[src/rtl/lkv_pkg.sv]
// ----------------------------------------------------------------------------
// lkv_pkg
// shared types and constants for the lru key/value cache
// ----------------------------------------------------------------------------
package lkv_pkg;

    localparam int KEY_W = 64;
    localparam int VAL_W = 64;
    localparam int CAP_W = 5;

    localparam logic [CAP_W-1:0] CAP_RESET = 5'd16;

    // request opcodes
    localparam logic OP_GET = 1'b0;
    localparam logic OP_PUT = 1'b1;

    // sequencer states
    typedef enum logic [2:0] {
        ST_IDLE,
        ST_SCAN,
        ST_DRAIN,
        ST_UPDATE,
        ST_EVICT
    } lkv_state_t;

    // recency table operations
    typedef enum logic [1:0] {
        AGE_NOP,
        AGE_PROMOTE,
        AGE_INSERT,
        AGE_EVICT
    } age_op_t;

    typedef struct packed {
        age_op_t op;
        logic    replace;   // insert reuses a valid slot, count unchanged
    } age_cmd_t;

    // what the key scan found
    typedef struct packed {
        logic hit;      // key matched a valid slot
        logic old1;     // slot with rank count-1 seen
        logic old2;     // slot with rank count-2 seen
        logic free;     // an invalid slot seen
    } scan_flags_t;

endpackage

[src/rtl/lkv_ram.sv]
// ----------------------------------------------------------------------------
// lkv_ram
// generic single write port, single read port ram with registered read
// ----------------------------------------------------------------------------
module lkv_ram #(
    parameter int WIDTH = 64,
    parameter int DEPTH = 16
) (
    input  logic                     clk,
    input  logic                     we,
    input  logic [$clog2(DEPTH)-1:0] waddr,
    input  logic [WIDTH-1:0]         wdata,
    input  logic [$clog2(DEPTH)-1:0] raddr,
    output logic [WIDTH-1:0]         rdata
);

    logic [WIDTH-1:0] mem_reg [DEPTH];
    logic [WIDTH-1:0] rdata_reg;

    always_ff @(posedge clk)
    begin
        if (we)
        begin
            mem_reg[waddr] <= wdata;
        end
        rdata_reg <= mem_reg[raddr];
    end

    assign rdata = rdata_reg;

endmodule

[src/rtl/lkv_age_table.sv]
// ----------------------------------------------------------------------------
// lkv_age_table
// valid bits, recency ranks and entry count, updated one operation a cycle
// ----------------------------------------------------------------------------
module lkv_age_table #(
    parameter int ENTRIES = 16
) (
    input  logic                         clk,
    input  logic                         rst_n,
    input  lkv_pkg::age_cmd_t            cmd,
    input  logic [$clog2(ENTRIES)-1:0]   slot,
    input  logic [$clog2(ENTRIES)-1:0]   limit,
    input  logic [$clog2(ENTRIES)-1:0]   rd_idx,
    output logic                         rd_valid,
    output logic [$clog2(ENTRIES)-1:0]   rd_age,
    output logic [$clog2(ENTRIES+1)-1:0] count
);

    import lkv_pkg::*;

    localparam int IDX_W = $clog2(ENTRIES);
    localparam int AGE_W = $clog2(ENTRIES);
    localparam int CNT_W = $clog2(ENTRIES+1);

    logic [ENTRIES-1:0] valid_reg;
    logic [ENTRIES-1:0] valid_next;
    logic [AGE_W-1:0]   age_reg  [ENTRIES];
    logic [AGE_W-1:0]   age_next [ENTRIES];
    logic [CNT_W-1:0]   count_reg;
    logic [CNT_W-1:0]   count_next;

    always_comb
    begin
        valid_next = valid_reg;
        count_next = count_reg;
        for (int i = 0; i < ENTRIES; i++)
        begin
            age_next[i] = age_reg[i];
            case (cmd.op)
                AGE_PROMOTE:
                begin
                    if (IDX_W'(i) == slot)
                    begin
                        age_next[i] = '0;
                    end
                    else if (valid_reg[i] && (age_reg[i] < limit))
                    begin
                        age_next[i] = age_reg[i] + 1'b1;
                    end
                end
                AGE_INSERT:
                begin
                    if (IDX_W'(i) == slot)
                    begin
                        age_next[i]   = '0;
                        valid_next[i] = 1'b1;
                    end
                    else if (valid_reg[i])
                    begin
                        age_next[i] = age_reg[i] + 1'b1;
                    end
                end
                AGE_EVICT:
                begin
                    if (IDX_W'(i) == slot)
                    begin
                        age_next[i]   = '0;
                        valid_next[i] = 1'b0;
                    end
                end
                default:
                begin
                end
            endcase
        end
        case (cmd.op)
            AGE_INSERT:
            begin
                if (!cmd.replace)
                begin
                    count_next = count_reg + 1'b1;
                end
            end
            AGE_EVICT:
            begin
                count_next = count_reg - 1'b1;
            end
            default:
            begin
            end
        endcase
    end

    always_ff @(posedge clk or negedge rst_n)
    begin
        if (!rst_n)
        begin
            valid_reg <= '0;
            count_reg <= '0;
            for (int i = 0; i < ENTRIES; i++)
            begin
                age_reg[i] <= '0;
            end
        end
        else
        begin
            valid_reg <= valid_next;
            count_reg <= count_next;
            for (int i = 0; i < ENTRIES; i++)
            begin
                age_reg[i] <= age_next[i];
            end
        end
    end

    assign rd_valid = valid_reg[rd_idx];
    assign rd_age   = age_reg[rd_idx];
    assign count    = count_reg;

    // count tracks the number of valid slots
    a_count_matches_valid: assert property (@(posedge clk) disable iff (!rst_n)
        $countones(valid_reg) == int'(count_reg))
        else $error("entry count differs from number of valid slots");

    // an eviction removes exactly one entry
    a_evict_decrements: assert property (@(posedge clk) disable iff (!rst_n)
        cmd.op == AGE_EVICT |=> count_reg == CNT_W'($past(count_reg) - 1'b1))
        else $error("eviction did not lower the count by one");

    // an inserted slot is valid and most recent afterwards
    a_insert_valid: assert property (@(posedge clk) disable iff (!rst_n)
        cmd.op == AGE_INSERT |=> valid_reg[$past(slot)] && age_reg[$past(slot)] == '0)
        else $error("inserted slot not valid with rank zero");

endmodule

[src/rtl/lkv_scan.sv]
// ----------------------------------------------------------------------------
// lkv_scan
// key comparator and trackers, one stored entry examined per cycle while cmp_vld is high
// ----------------------------------------------------------------------------
module lkv_scan #(
    parameter int ENTRIES = 16
) (
    input  logic                         clk,
    input  logic                         rst_n,
    input  logic                         clear,
    input  logic                         cmp_vld,
    input  logic [$clog2(ENTRIES)-1:0]   cmp_idx,
    input  logic [lkv_pkg::KEY_W-1:0]    req_key,
    input  logic [lkv_pkg::KEY_W-1:0]    rd_key,
    input  logic [lkv_pkg::VAL_W-1:0]    rd_value,
    input  logic                         ent_valid,
    input  logic [$clog2(ENTRIES)-1:0]   ent_age,
    input  logic [$clog2(ENTRIES+1)-1:0] count,
    output lkv_pkg::scan_flags_t         flags,
    output logic [$clog2(ENTRIES)-1:0]   hit_slot,
    output logic [$clog2(ENTRIES)-1:0]   hit_age,
    output logic [lkv_pkg::VAL_W-1:0]    hit_value,
    output logic [$clog2(ENTRIES)-1:0]   old1_slot,
    output logic [$clog2(ENTRIES)-1:0]   old2_slot,
    output logic [$clog2(ENTRIES)-1:0]   free_slot
);

    import lkv_pkg::*;

    localparam int IDX_W = $clog2(ENTRIES);
    localparam int CNT_W = $clog2(ENTRIES+1);

    scan_flags_t      flags_reg;
    logic [IDX_W-1:0] hit_slot_reg;
    logic [IDX_W-1:0] hit_age_reg;
    logic [VAL_W-1:0] hit_value_reg;
    logic [IDX_W-1:0] old1_slot_reg;
    logic [IDX_W-1:0] old2_slot_reg;
    logic [IDX_W-1:0] free_slot_reg;

    logic             key_eq;
    logic             is_old1;
    logic             is_old2;
    logic [CNT_W-1:0] age_ext;

    assign key_eq  = (rd_key == req_key);
    assign age_ext = CNT_W'(ent_age);
    assign is_old1 = ent_valid && (age_ext == CNT_W'(count - 1'b1));
    assign is_old2 = ent_valid && (count >= CNT_W'(2))
                     && (age_ext == CNT_W'(count - 2'd2));

    always_ff @(posedge clk or negedge rst_n)
    begin
        if (!rst_n)
        begin
            flags_reg <= '0;
        end
        else if (clear)
        begin
            flags_reg <= '0;
        end
        else if (cmp_vld)
        begin
            if (ent_valid && key_eq)
            begin
                flags_reg.hit <= 1'b1;
            end
            if (is_old1)
            begin
                flags_reg.old1 <= 1'b1;
            end
            if (is_old2)
            begin
                flags_reg.old2 <= 1'b1;
            end
            if (!ent_valid)
            begin
                flags_reg.free <= 1'b1;
            end
        end
    end

    always_ff @(posedge clk)
    begin
        if (cmp_vld)
        begin
            if (ent_valid && key_eq && !flags_reg.hit)
            begin
                hit_slot_reg  <= cmp_idx;
                hit_age_reg   <= ent_age;
                hit_value_reg <= rd_value;
            end
            if (is_old1)
            begin
                old1_slot_reg <= cmp_idx;
            end
            if (is_old2)
            begin
                old2_slot_reg <= cmp_idx;
            end
            if (!ent_valid && !flags_reg.free)
            begin
                free_slot_reg <= cmp_idx;
            end
        end
    end

    assign flags     = flags_reg;
    assign hit_slot  = hit_slot_reg;
    assign hit_age   = hit_age_reg;
    assign hit_value = hit_value_reg;
    assign old1_slot = old1_slot_reg;
    assign old2_slot = old2_slot_reg;
    assign free_slot = free_slot_reg;

endmodule

[src/rtl/lru_key_value_cache_unit.sv]
// ----------------------------------------------------------------------------
// lru_key_value_cache_unit
// fully associative lru key/value store, one get or put per transaction
// ----------------------------------------------------------------------------
//
//  channel   ports                                   handshake
//  -------   -------------------------------------   ---------------------------
//  request   opcode, key, write_value                start high while busy low
//  response  hit, read_value                         done high for one cycle
//  config    capacity_we, capacity_wdata             capacity_we high, no wait
//
//  a transaction scans every slot through the key memory read port, one slot
//  per cycle, then drains and updates (and evicts when a put miss needs it)
//  while busy stays high; done rises in the same cycle that busy drops, and a
//  new start can be taken in that same cycle.
//  reset clears valid bits, ranks, count and capacity (back to 16); the key
//  and value memories hold garbage until written and need no clearing pass.
//  the receiver cannot stall: each result is shown for exactly one cycle.
//
module lru_key_value_cache_unit #(
    parameter int ENTRIES = 16
) (
    input  logic                       clk,
    input  logic                       rst_n,
    // request
    input  logic                       start,
    output logic                       busy,
    input  logic                       opcode,
    input  logic [lkv_pkg::KEY_W-1:0]  key,
    input  logic [lkv_pkg::VAL_W-1:0]  write_value,
    // response
    output logic                       done,
    output logic                       hit,
    output logic [lkv_pkg::VAL_W-1:0]  read_value,
    // capacity register
    input  logic                       capacity_we,
    input  logic [lkv_pkg::CAP_W-1:0]  capacity_wdata
);

    import lkv_pkg::*;

    localparam int IDX_W = $clog2(ENTRIES);
    localparam int CNT_W = $clog2(ENTRIES+1);
    localparam int CMP_W = (CNT_W > CAP_W) ? CNT_W : CAP_W;
    localparam logic [IDX_W-1:0] LAST_IDX = IDX_W'(ENTRIES-1);

    // sequencer
    lkv_state_t       state_reg;
    lkv_state_t       state_next;
    logic [IDX_W-1:0] scan_idx_reg;
    logic [IDX_W-1:0] scan_idx_next;
    logic             cmp_vld_reg;
    logic [IDX_W-1:0] cmp_idx_reg;
    logic [IDX_W-1:0] victim_reg;
    logic [IDX_W-1:0] victim_next;

    // latched request
    logic             req_op_reg;
    logic [KEY_W-1:0] req_key_reg;
    logic [VAL_W-1:0] req_wval_reg;

    // response registers
    logic             done_reg;
    logic             done_next;
    logic             hit_reg;
    logic             hit_next;
    logic [VAL_W-1:0] read_value_reg;
    logic [VAL_W-1:0] read_value_next;

    logic [CAP_W-1:0] capacity_reg;

    // memories
    logic             key_we;
    logic             val_we;
    logic [IDX_W-1:0] wr_addr;
    logic [KEY_W-1:0] rd_key;
    logic [VAL_W-1:0] rd_value;

    // recency table
    age_cmd_t         age_cmd;
    logic [IDX_W-1:0] age_slot;
    logic             ent_valid;
    logic [IDX_W-1:0] ent_age;
    logic [CNT_W-1:0] count;

    // scan results
    logic             accept;
    scan_flags_t      flags;
    logic [IDX_W-1:0] hit_slot;
    logic [IDX_W-1:0] hit_age;
    logic [VAL_W-1:0] hit_value;
    logic [IDX_W-1:0] old1_slot;
    logic [IDX_W-1:0] old2_slot;
    logic [IDX_W-1:0] free_slot;

    // put-miss decisions
    logic             full;
    logic [IDX_W-1:0] ins_slot;
    logic [CNT_W-1:0] count_after;
    logic             evict_needed;
    logic [IDX_W-1:0] evict_slot;

    assign accept = start && !busy;
    assign busy   = (state_reg != ST_IDLE);

    // ------------------------------------------------------------------
    // storage
    // ------------------------------------------------------------------
    lkv_ram #(
        .WIDTH (KEY_W),
        .DEPTH (ENTRIES)
    ) u_key_ram (
        .clk   (clk),
        .we    (key_we),
        .waddr (wr_addr),
        .wdata (req_key_reg),
        .raddr (scan_idx_reg),
        .rdata (rd_key)
    );

    lkv_ram #(
        .WIDTH (VAL_W),
        .DEPTH (ENTRIES)
    ) u_value_ram (
        .clk   (clk),
        .we    (val_we),
        .waddr (wr_addr),
        .wdata (req_wval_reg),
        .raddr (scan_idx_reg),
        .rdata (rd_value)
    );

    lkv_age_table #(
        .ENTRIES (ENTRIES)
    ) u_age_table (
        .clk      (clk),
        .rst_n    (rst_n),
        .cmd      (age_cmd),
        .slot     (age_slot),
        .limit    (hit_age),
        .rd_idx   (cmp_idx_reg),
        .rd_valid (ent_valid),
        .rd_age   (ent_age),
        .count    (count)
    );

    // compare stage runs in the cycle after its memory address is issued
    lkv_scan #(
        .ENTRIES (ENTRIES)
    ) u_scan (
        .clk       (clk),
        .rst_n     (rst_n),
        .clear     (accept),
        .cmp_vld   (cmp_vld_reg),
        .cmp_idx   (cmp_idx_reg),
        .req_key   (req_key_reg),
        .rd_key    (rd_key),
        .rd_value  (rd_value),
        .ent_valid (ent_valid),
        .ent_age   (ent_age),
        .count     (count),
        .flags     (flags),
        .hit_slot  (hit_slot),
        .hit_age   (hit_age),
        .hit_value (hit_value),
        .old1_slot (old1_slot),
        .old2_slot (old2_slot),
        .free_slot (free_slot)
    );

    // ------------------------------------------------------------------
    // put-miss slot choice and follow-up eviction
    // ------------------------------------------------------------------
    // full store: the oldest entry gives up its slot, otherwise the first free one
    assign full        = (count == CNT_W'(ENTRIES));
    assign ins_slot    = full ? old1_slot : free_slot;
    assign count_after = full ? count : CNT_W'(count + 1'b1);
    // capacity above ENTRIES never triggers, so no clamp is needed
    assign evict_needed = (CMP_W'(count_after) > CMP_W'(capacity_reg));
    // oldest after the insert: new entry if store was empty, second oldest if
    // the oldest was just replaced, else the previous oldest
    assign evict_slot = (count == '0) ? ins_slot
                      : (full ? old2_slot : old1_slot);

    // ------------------------------------------------------------------
    // sequencer
    // ------------------------------------------------------------------
    always_comb
    begin
        state_next      = state_reg;
        scan_idx_next   = scan_idx_reg;
        victim_next     = victim_reg;
        done_next       = 1'b0;
        hit_next        = hit_reg;
        read_value_next = read_value_reg;
        age_cmd         = '{op: AGE_NOP, replace: 1'b0};
        age_slot        = hit_slot;
        key_we          = 1'b0;
        val_we          = 1'b0;
        wr_addr         = hit_slot;

        case (state_reg)
            ST_IDLE:
            begin
                if (start)
                begin
                    scan_idx_next = '0;
                    state_next    = ST_SCAN;
                end
            end
            ST_SCAN:
            begin
                if (scan_idx_reg == LAST_IDX)
                begin
                    state_next = ST_DRAIN;
                end
                else
                begin
                    scan_idx_next = scan_idx_reg + 1'b1;
                end
            end
            ST_DRAIN:
            begin
                // last compare lands this cycle
                state_next = ST_UPDATE;
            end
            ST_UPDATE:
            begin
                state_next      = ST_IDLE;
                done_next       = 1'b1;
                hit_next        = flags.hit;
                read_value_next = '0;
                if (flags.hit)
                begin
                    // hit: promote, and a put rewrites the value in place
                    age_cmd.op = AGE_PROMOTE;
                    age_slot   = hit_slot;
                    wr_addr    = hit_slot;
                    if (req_op_reg == OP_PUT)
                    begin
                        val_we = 1'b1;
                    end
                    else
                    begin
                        read_value_next = hit_value;
                    end
                end
                else if (req_op_reg == OP_PUT)
                begin
                    age_cmd.op      = AGE_INSERT;
                    age_cmd.replace = full;
                    age_slot        = ins_slot;
                    wr_addr         = ins_slot;
                    key_we          = 1'b1;
                    val_we          = 1'b1;
                    if (evict_needed)
                    begin
                        // result waits for the eviction cycle
                        victim_next = evict_slot;
                        done_next   = 1'b0;
                        state_next  = ST_EVICT;
                    end
                end
            end
            ST_EVICT:
            begin
                age_cmd.op      = AGE_EVICT;
                age_slot        = victim_reg;
                state_next      = ST_IDLE;
                done_next       = 1'b1;
                hit_next        = 1'b0;
                read_value_next = '0;
            end
            default:
            begin
                state_next = ST_IDLE;
            end
        endcase
    end

    always_ff @(posedge clk or negedge rst_n)
    begin
        if (!rst_n)
        begin
            state_reg    <= ST_IDLE;
            scan_idx_reg <= '0;
            cmp_vld_reg  <= 1'b0;
            done_reg     <= 1'b0;
            capacity_reg <= CAP_RESET;
        end
        else
        begin
            state_reg    <= state_next;
            scan_idx_reg <= scan_idx_next;
            cmp_vld_reg  <= (state_reg == ST_SCAN);
            done_reg     <= done_next;
            if (capacity_we)
            begin
                capacity_reg <= capacity_wdata;
            end
        end
    end

    // payload registers
    always_ff @(posedge clk)
    begin
        cmp_idx_reg    <= scan_idx_reg;
        victim_reg     <= victim_next;
        hit_reg        <= hit_next;
        read_value_reg <= read_value_next;
        if (accept)
        begin
            req_op_reg   <= opcode;
            req_key_reg  <= key;
            req_wval_reg <= write_value;
        end
    end

    assign done       = done_reg;
    assign hit        = hit_reg;
    assign read_value = read_value_reg;

    // ------------------------------------------------------------------
    // checks
    // ------------------------------------------------------------------
    // a transaction taken leaves the sequencer busy next cycle
    a_accept_busy: assert property (@(posedge clk) disable iff (!rst_n)
        accept |=> busy)
        else $error("accepted transaction did not start the scan");

    // a response only follows an update or eviction cycle
    a_done_source: assert property (@(posedge clk) disable iff (!rst_n)
        done |-> ($past(state_reg) == ST_UPDATE || $past(state_reg) == ST_EVICT))
        else $error("response strobe without a finishing cycle");

    // eviction only straight after an insert
    a_evict_after_update: assert property (@(posedge clk) disable iff (!rst_n)
        state_reg == ST_EVICT |-> $past(state_reg) == ST_UPDATE
                                  && $past(age_cmd.op) == AGE_INSERT)
        else $error("eviction cycle not preceded by an insert");

    // an evicting put never reports a hit
    a_evict_no_hit: assert property (@(posedge clk) disable iff (!rst_n)
        state_reg == ST_EVICT |=> done && !hit && read_value == '0)
        else $error("evicting put reported a hit or data");

endmodule

[config.mk]
export PLATFORM = sky130hd
export DESIGN_NAME = lru_key_value_cache_unit
export DESIGN_NICKNAME = d
export VERILOG_FILES = /design/src/rtl/lkv_pkg.sv /design/src/rtl/lkv_ram.sv /design/src/rtl/lkv_age_table.sv /design/src/rtl/lkv_scan.sv /design/src/rtl/lru_key_value_cache_unit.sv
export SDC_FILE = /design/constraint.sdc
export NUM_CORES = 2
export LEC_CHECK = 0
export BUFFER_PORTS_ARGS = -buffer_cell sky130_fd_sc_hd__buf_2
export CORE_ASPECT_RATIO = 1.75
export CORE_MARGIN = 10
export CORE_UTILIZATION = 65
export CTS_BUF_LIST = sky130_fd_sc_hd__clkbuf_8
export DETAILED_ROUTE_END_ITERATION = 8
export GPL_TIMING_DRIVEN = 1
export PLACE_DENSITY_LB_ADDON = 0.2
export SETUP_SLACK_MARGIN = 0.2
export SLEW_MARGIN = 20
export SYNTH_ARGS = -nofsm -noshare
export SYNTH_HDL_FRONTEND = slang
export SYNTH_SLANG_ARGS = --single-unit
[constraint.sdc]
create_clock -name clk -period 8.9 [get_ports clk]
set_input_delay 0.89 -clock clk [delete_from_list [all_inputs] [get_ports clk]]
set_output_delay 0.89 -clock clk [all_outputs]
set_load 0.05 [all_outputs]
==> run_results.csv <==
group,metric,value,unit
placement,placed_cells,7293,
routing,vias,51700,
logic_synthesis,yosys.cell_types.count,82,
hold_path,hold-path-cell-count,1,
timing,hold_viol,0,
logic_synthesis,netlist_area,0.0984,mm2
critical_path,rr_worst_depth,9,
hold_path,hold_class,"primary input to flip-flop",
critical_path,crit_path_start_kind,"flip-flop",
routing,firstDrtPassIters,5,
logic_synthesis,synthFlopType,"edfxtp_1",
logic_synthesis,ys_warn_count,0,
clocking,cts_sinks,2563,
placement,gpl.final_weighted_congestion,0.891,
logic_synthesis,synthXorXnorAreaFrac,0.569,%
clocking,post_cts_resized,0,
logic_synthesis,synth_top_cell_by_area,"edfxtp_1",
floorplanning,rows,188,
timing,fmaxAchievable,189,MHz
finish,drive_gt1_share,21.5,%
critical_path,cp_data_arrival_time,5.82,ns
timing,slew_viol_final,0,
logic_synthesis,ys_seq_area_share,76.3,%
routing,top_layer_used,"met5",
timing,max_slew_margin,23.2,%
logic_synthesis,syn_inst,5269,
critical_path,slowest_delay,1.05,ns
timing,finalCritPeriodShare,59.5,%
clocking,clk_latency,0.95,ns
finish,layout_common_cells,"2330 x edfxtp_1, 398 x mux2i_1, 393 x clkbuf_8, 301 x o21ai_0, 277 x mux4_2",
finish,syn2layout_area_growth,10.8,%
critical_path,cp_top_family,"simple AND/OR/NAND/NOR gates",
logic_synthesis,synthTopCellsByArea,"edfxtp_1 71%, mux4_2 6.3%, mux2i_1 4.0%",
logic_synthesis,synth_edf_count,2330,
critical_path,startpoint,"u_age_table.count[0]",
finish,nNetsFinal,5864,
floorplanning,die-area,0.168,mm2
job,maxCapViolations,0,
routing,routed_via_density,6.53,
hold_path,hp-start,"write_value[9]",
clocking,cts_buffer_depth,4,
clocking,numCtsBuffers,345,
timing,period_minus_slack,5.29,ns
routing,m1WireLength,83200,um
global_routing,grt_remaining_overflow,0,
floorplanning,core,0.150,mm2
critical_path,crit_path_end_kind,"flip-flop",
global_routing,track_usage,27.5,%
logic_synthesis,synth-compound-area-share,6.01,%
timing,rsz0062_at_grt,"false",
logic_synthesis,synthSimpleGateAreaFrac,2.77,%
timing,setup_viol,0,
clocking,clk_pin_slew,0.07,ns
pwr,power_density,297,mW/mm2
critical_path,cp.required,9.43,ns
critical_path,r2r_start,"u_age_table.count[0]",
routing,wl_per_cell,29.3,um
routing,drc,0,
critical_path,rrSetupSlack,3.61,ns
pwr,peakVddDrop,0.271,mV
placement,io_buffers,204,
floorplanning,initial_utilization,65.5,%
routing,wl_met3,17000,um
floorplanning,die_h,535,um
logic_synthesis,synth_top_family_by_area,"multiplexers",
logic_synthesis,synthAdderAreaFrac,0.979,%
placement,dp_hpwl,127000,um
routing,drt-total-wl,232000,um
finish,stdcell_count,7928,
logic_synthesis,syn-num-nets,5484,
pwr,leakage,37.0,nW
routing,wl_met2,123000,um
critical_path,path_cells,"inv_1 > ha_1 > nor4bb_4 > mux2i_1 > nand2_1 > a21oi_1 > nand2_1 > nor2_4 > buf_4",
logic_synthesis,synth_top_area_share,71.1,%
global_routing,grt_antenna_before_repair,12,
global_routing,grt_max_degree,132,
critical_path,crit_top_cell,"nand2_1",
clocking,cts-root-buf,"clkbuf_8",
critical_path,critPathSlowestCell,"nor2_4",
clocking,cts_tree,"yes",
hold_path,hold-path-endpoint,"req_wval_reg[9]",
global_routing,grt_pass1_vias,54200,
critical_path,reg2reg_to,"u_key_ram.mem_reg[9][51]",
critical_path,path_max_fanout,40,
timing,setup_tns,0,ns
global_routing,grt_pass1_wl,343000,um
timing,clock_skew,0.0660,ns
timing,tightest_slew,1.14,ns
floorplanning,io_pins,205,
floorplanning,die_width,314,um
logic_synthesis,ys_ff_latch,2563,
outcome,status,"finished, final reports clean",
logic_synthesis,synthMuxAreaShare,12.1,%
logic_synthesis,syn_area_per_cell,18.7,um2
routing,first_iter_violations,5609,
critical_path,worst-setup-path-type,"flip-flop to flip-flop",
finish,final_common_cell,"edfxtp_1",
logic_synthesis,synthArstFlopShare,3.94,%
routing,antenna_left,0,
critical_path,path_buf_inv,2,
clocking,cts_max_level,5,
-- how the worst max path moves through the flow --
stage	slack, ns	to	cells after the start
floorplan	1.15	scan_idx_reg[0]	5
global placement	3.74	u_key_ram.mem_reg[9][31]	9
detailed placement	3.63	u_scan.hit_value[45]	7
CTS	3.62	u_scan.hit_value[31]	7
global route	3.34	u_key_ram.mem_reg[9][3]	9
finish	3.61	u_key_ram.mem_reg[9][51]	9
-- stage by stage --
step	power (mW)	utilization [%]	area (um2)	setup WS [ns]	hold WS [ns]
5_1_grt	33.6	72.6	109000	3.34	0.0811
6_report	32.3	72.6	109000	3.61	0.113
4_1_cts	32.5	72.5	109000	3.62	0.0478
2_1_floorplan	21.1	-	98400	1.15	0.345
3_3_place_gp	23.3	67.8	102000	3.74	0.388
3_5_place_dp	23.6	67.8	102000	3.63	0.389
-- cells by family (layout without fill, tap and decap cells) --
| kind of cell | count (synthesis) | after routing |
|---|---|---|
| flip-flops | 2563 | 2563 |
| AO/OA/AOI/OAI | 902 | 902 |
| multiplexers | 823 | 823 |
| AND/OR/NAND/NOR | 534 | 534 |
| buffers and inverters | 306 | 963 |
| adder cells (fa/ha/maj) | 77 | 77 |
| XOR/XNOR | 64 | 64 |
| other | 0 | 7 |
-- area by class of cell --
class                   instances  area, um2
diodes                          7       17.5
clock buffers                 393       5410
clock inverters               231       1610
fillers                      8787      41200
inverters                      51        191
multi-input cells            2400      22400
flip-flops and latches       2563      75200
well taps                    1995       2500
repair buffers                288       1820
-- layer usage --
layer  vias up  global-route usage, %
li1      22100                      -
met1     26700                   33.8
met2      2510                   48.4
met3       528                   4.28
met4         8                   11.3
met5         -                      0
-- repair_timing --
action                                 CTS  global route
hold buffers                             1             0
buffers inserted                         0             0
endpoints found under the hold margin   34             0
-- power breakdown --
group	switching, mW	leakage, nW	total (mW)	internal [mW]
Sequential	1.14	23.3	15.6	14.5
Combinational	4.55	9.75	7.72	3.17
Clock	4.27	3.97	8.99	4.73
-- Yosys cell counts, types with 5 or more instances --
cell and count:
nand2_1 177, xnor2_1 22, mux2_2 146, nand4_1 7, clkbuf_1 171, mux2i_1 398, o21ai_2 5, a21oi_1 174
o22ai_1 9, and2_1 71, o21a_1 9, nor2_2 5, edfxtp_1 2330, nor4_1 11, buf_1 46, nor2b_1 11
dfrtp_1 100, a211oi_1 6, nor3b_1 11, nand3_1 26, a221o_1 14, o21ai_1 11, a22o_1 15, nor2_1 114
a221oi_1 134, o21ai_0 301, nor4b_1 13, a21boi_0 5, a22oi_1 130, nor3_1 23, xor2_1 42, buf_4 7
nand2b_1 40, a31oi_1 7, inv_1 51, o221ai_1 6, o211ai_1 6, mux4_2 277, buf_2 27, ha_1 77
a211o_1 22, a21o_1 17, dfxtp_1 132
No activity file was read; power rests on OpenSTA's default activity.
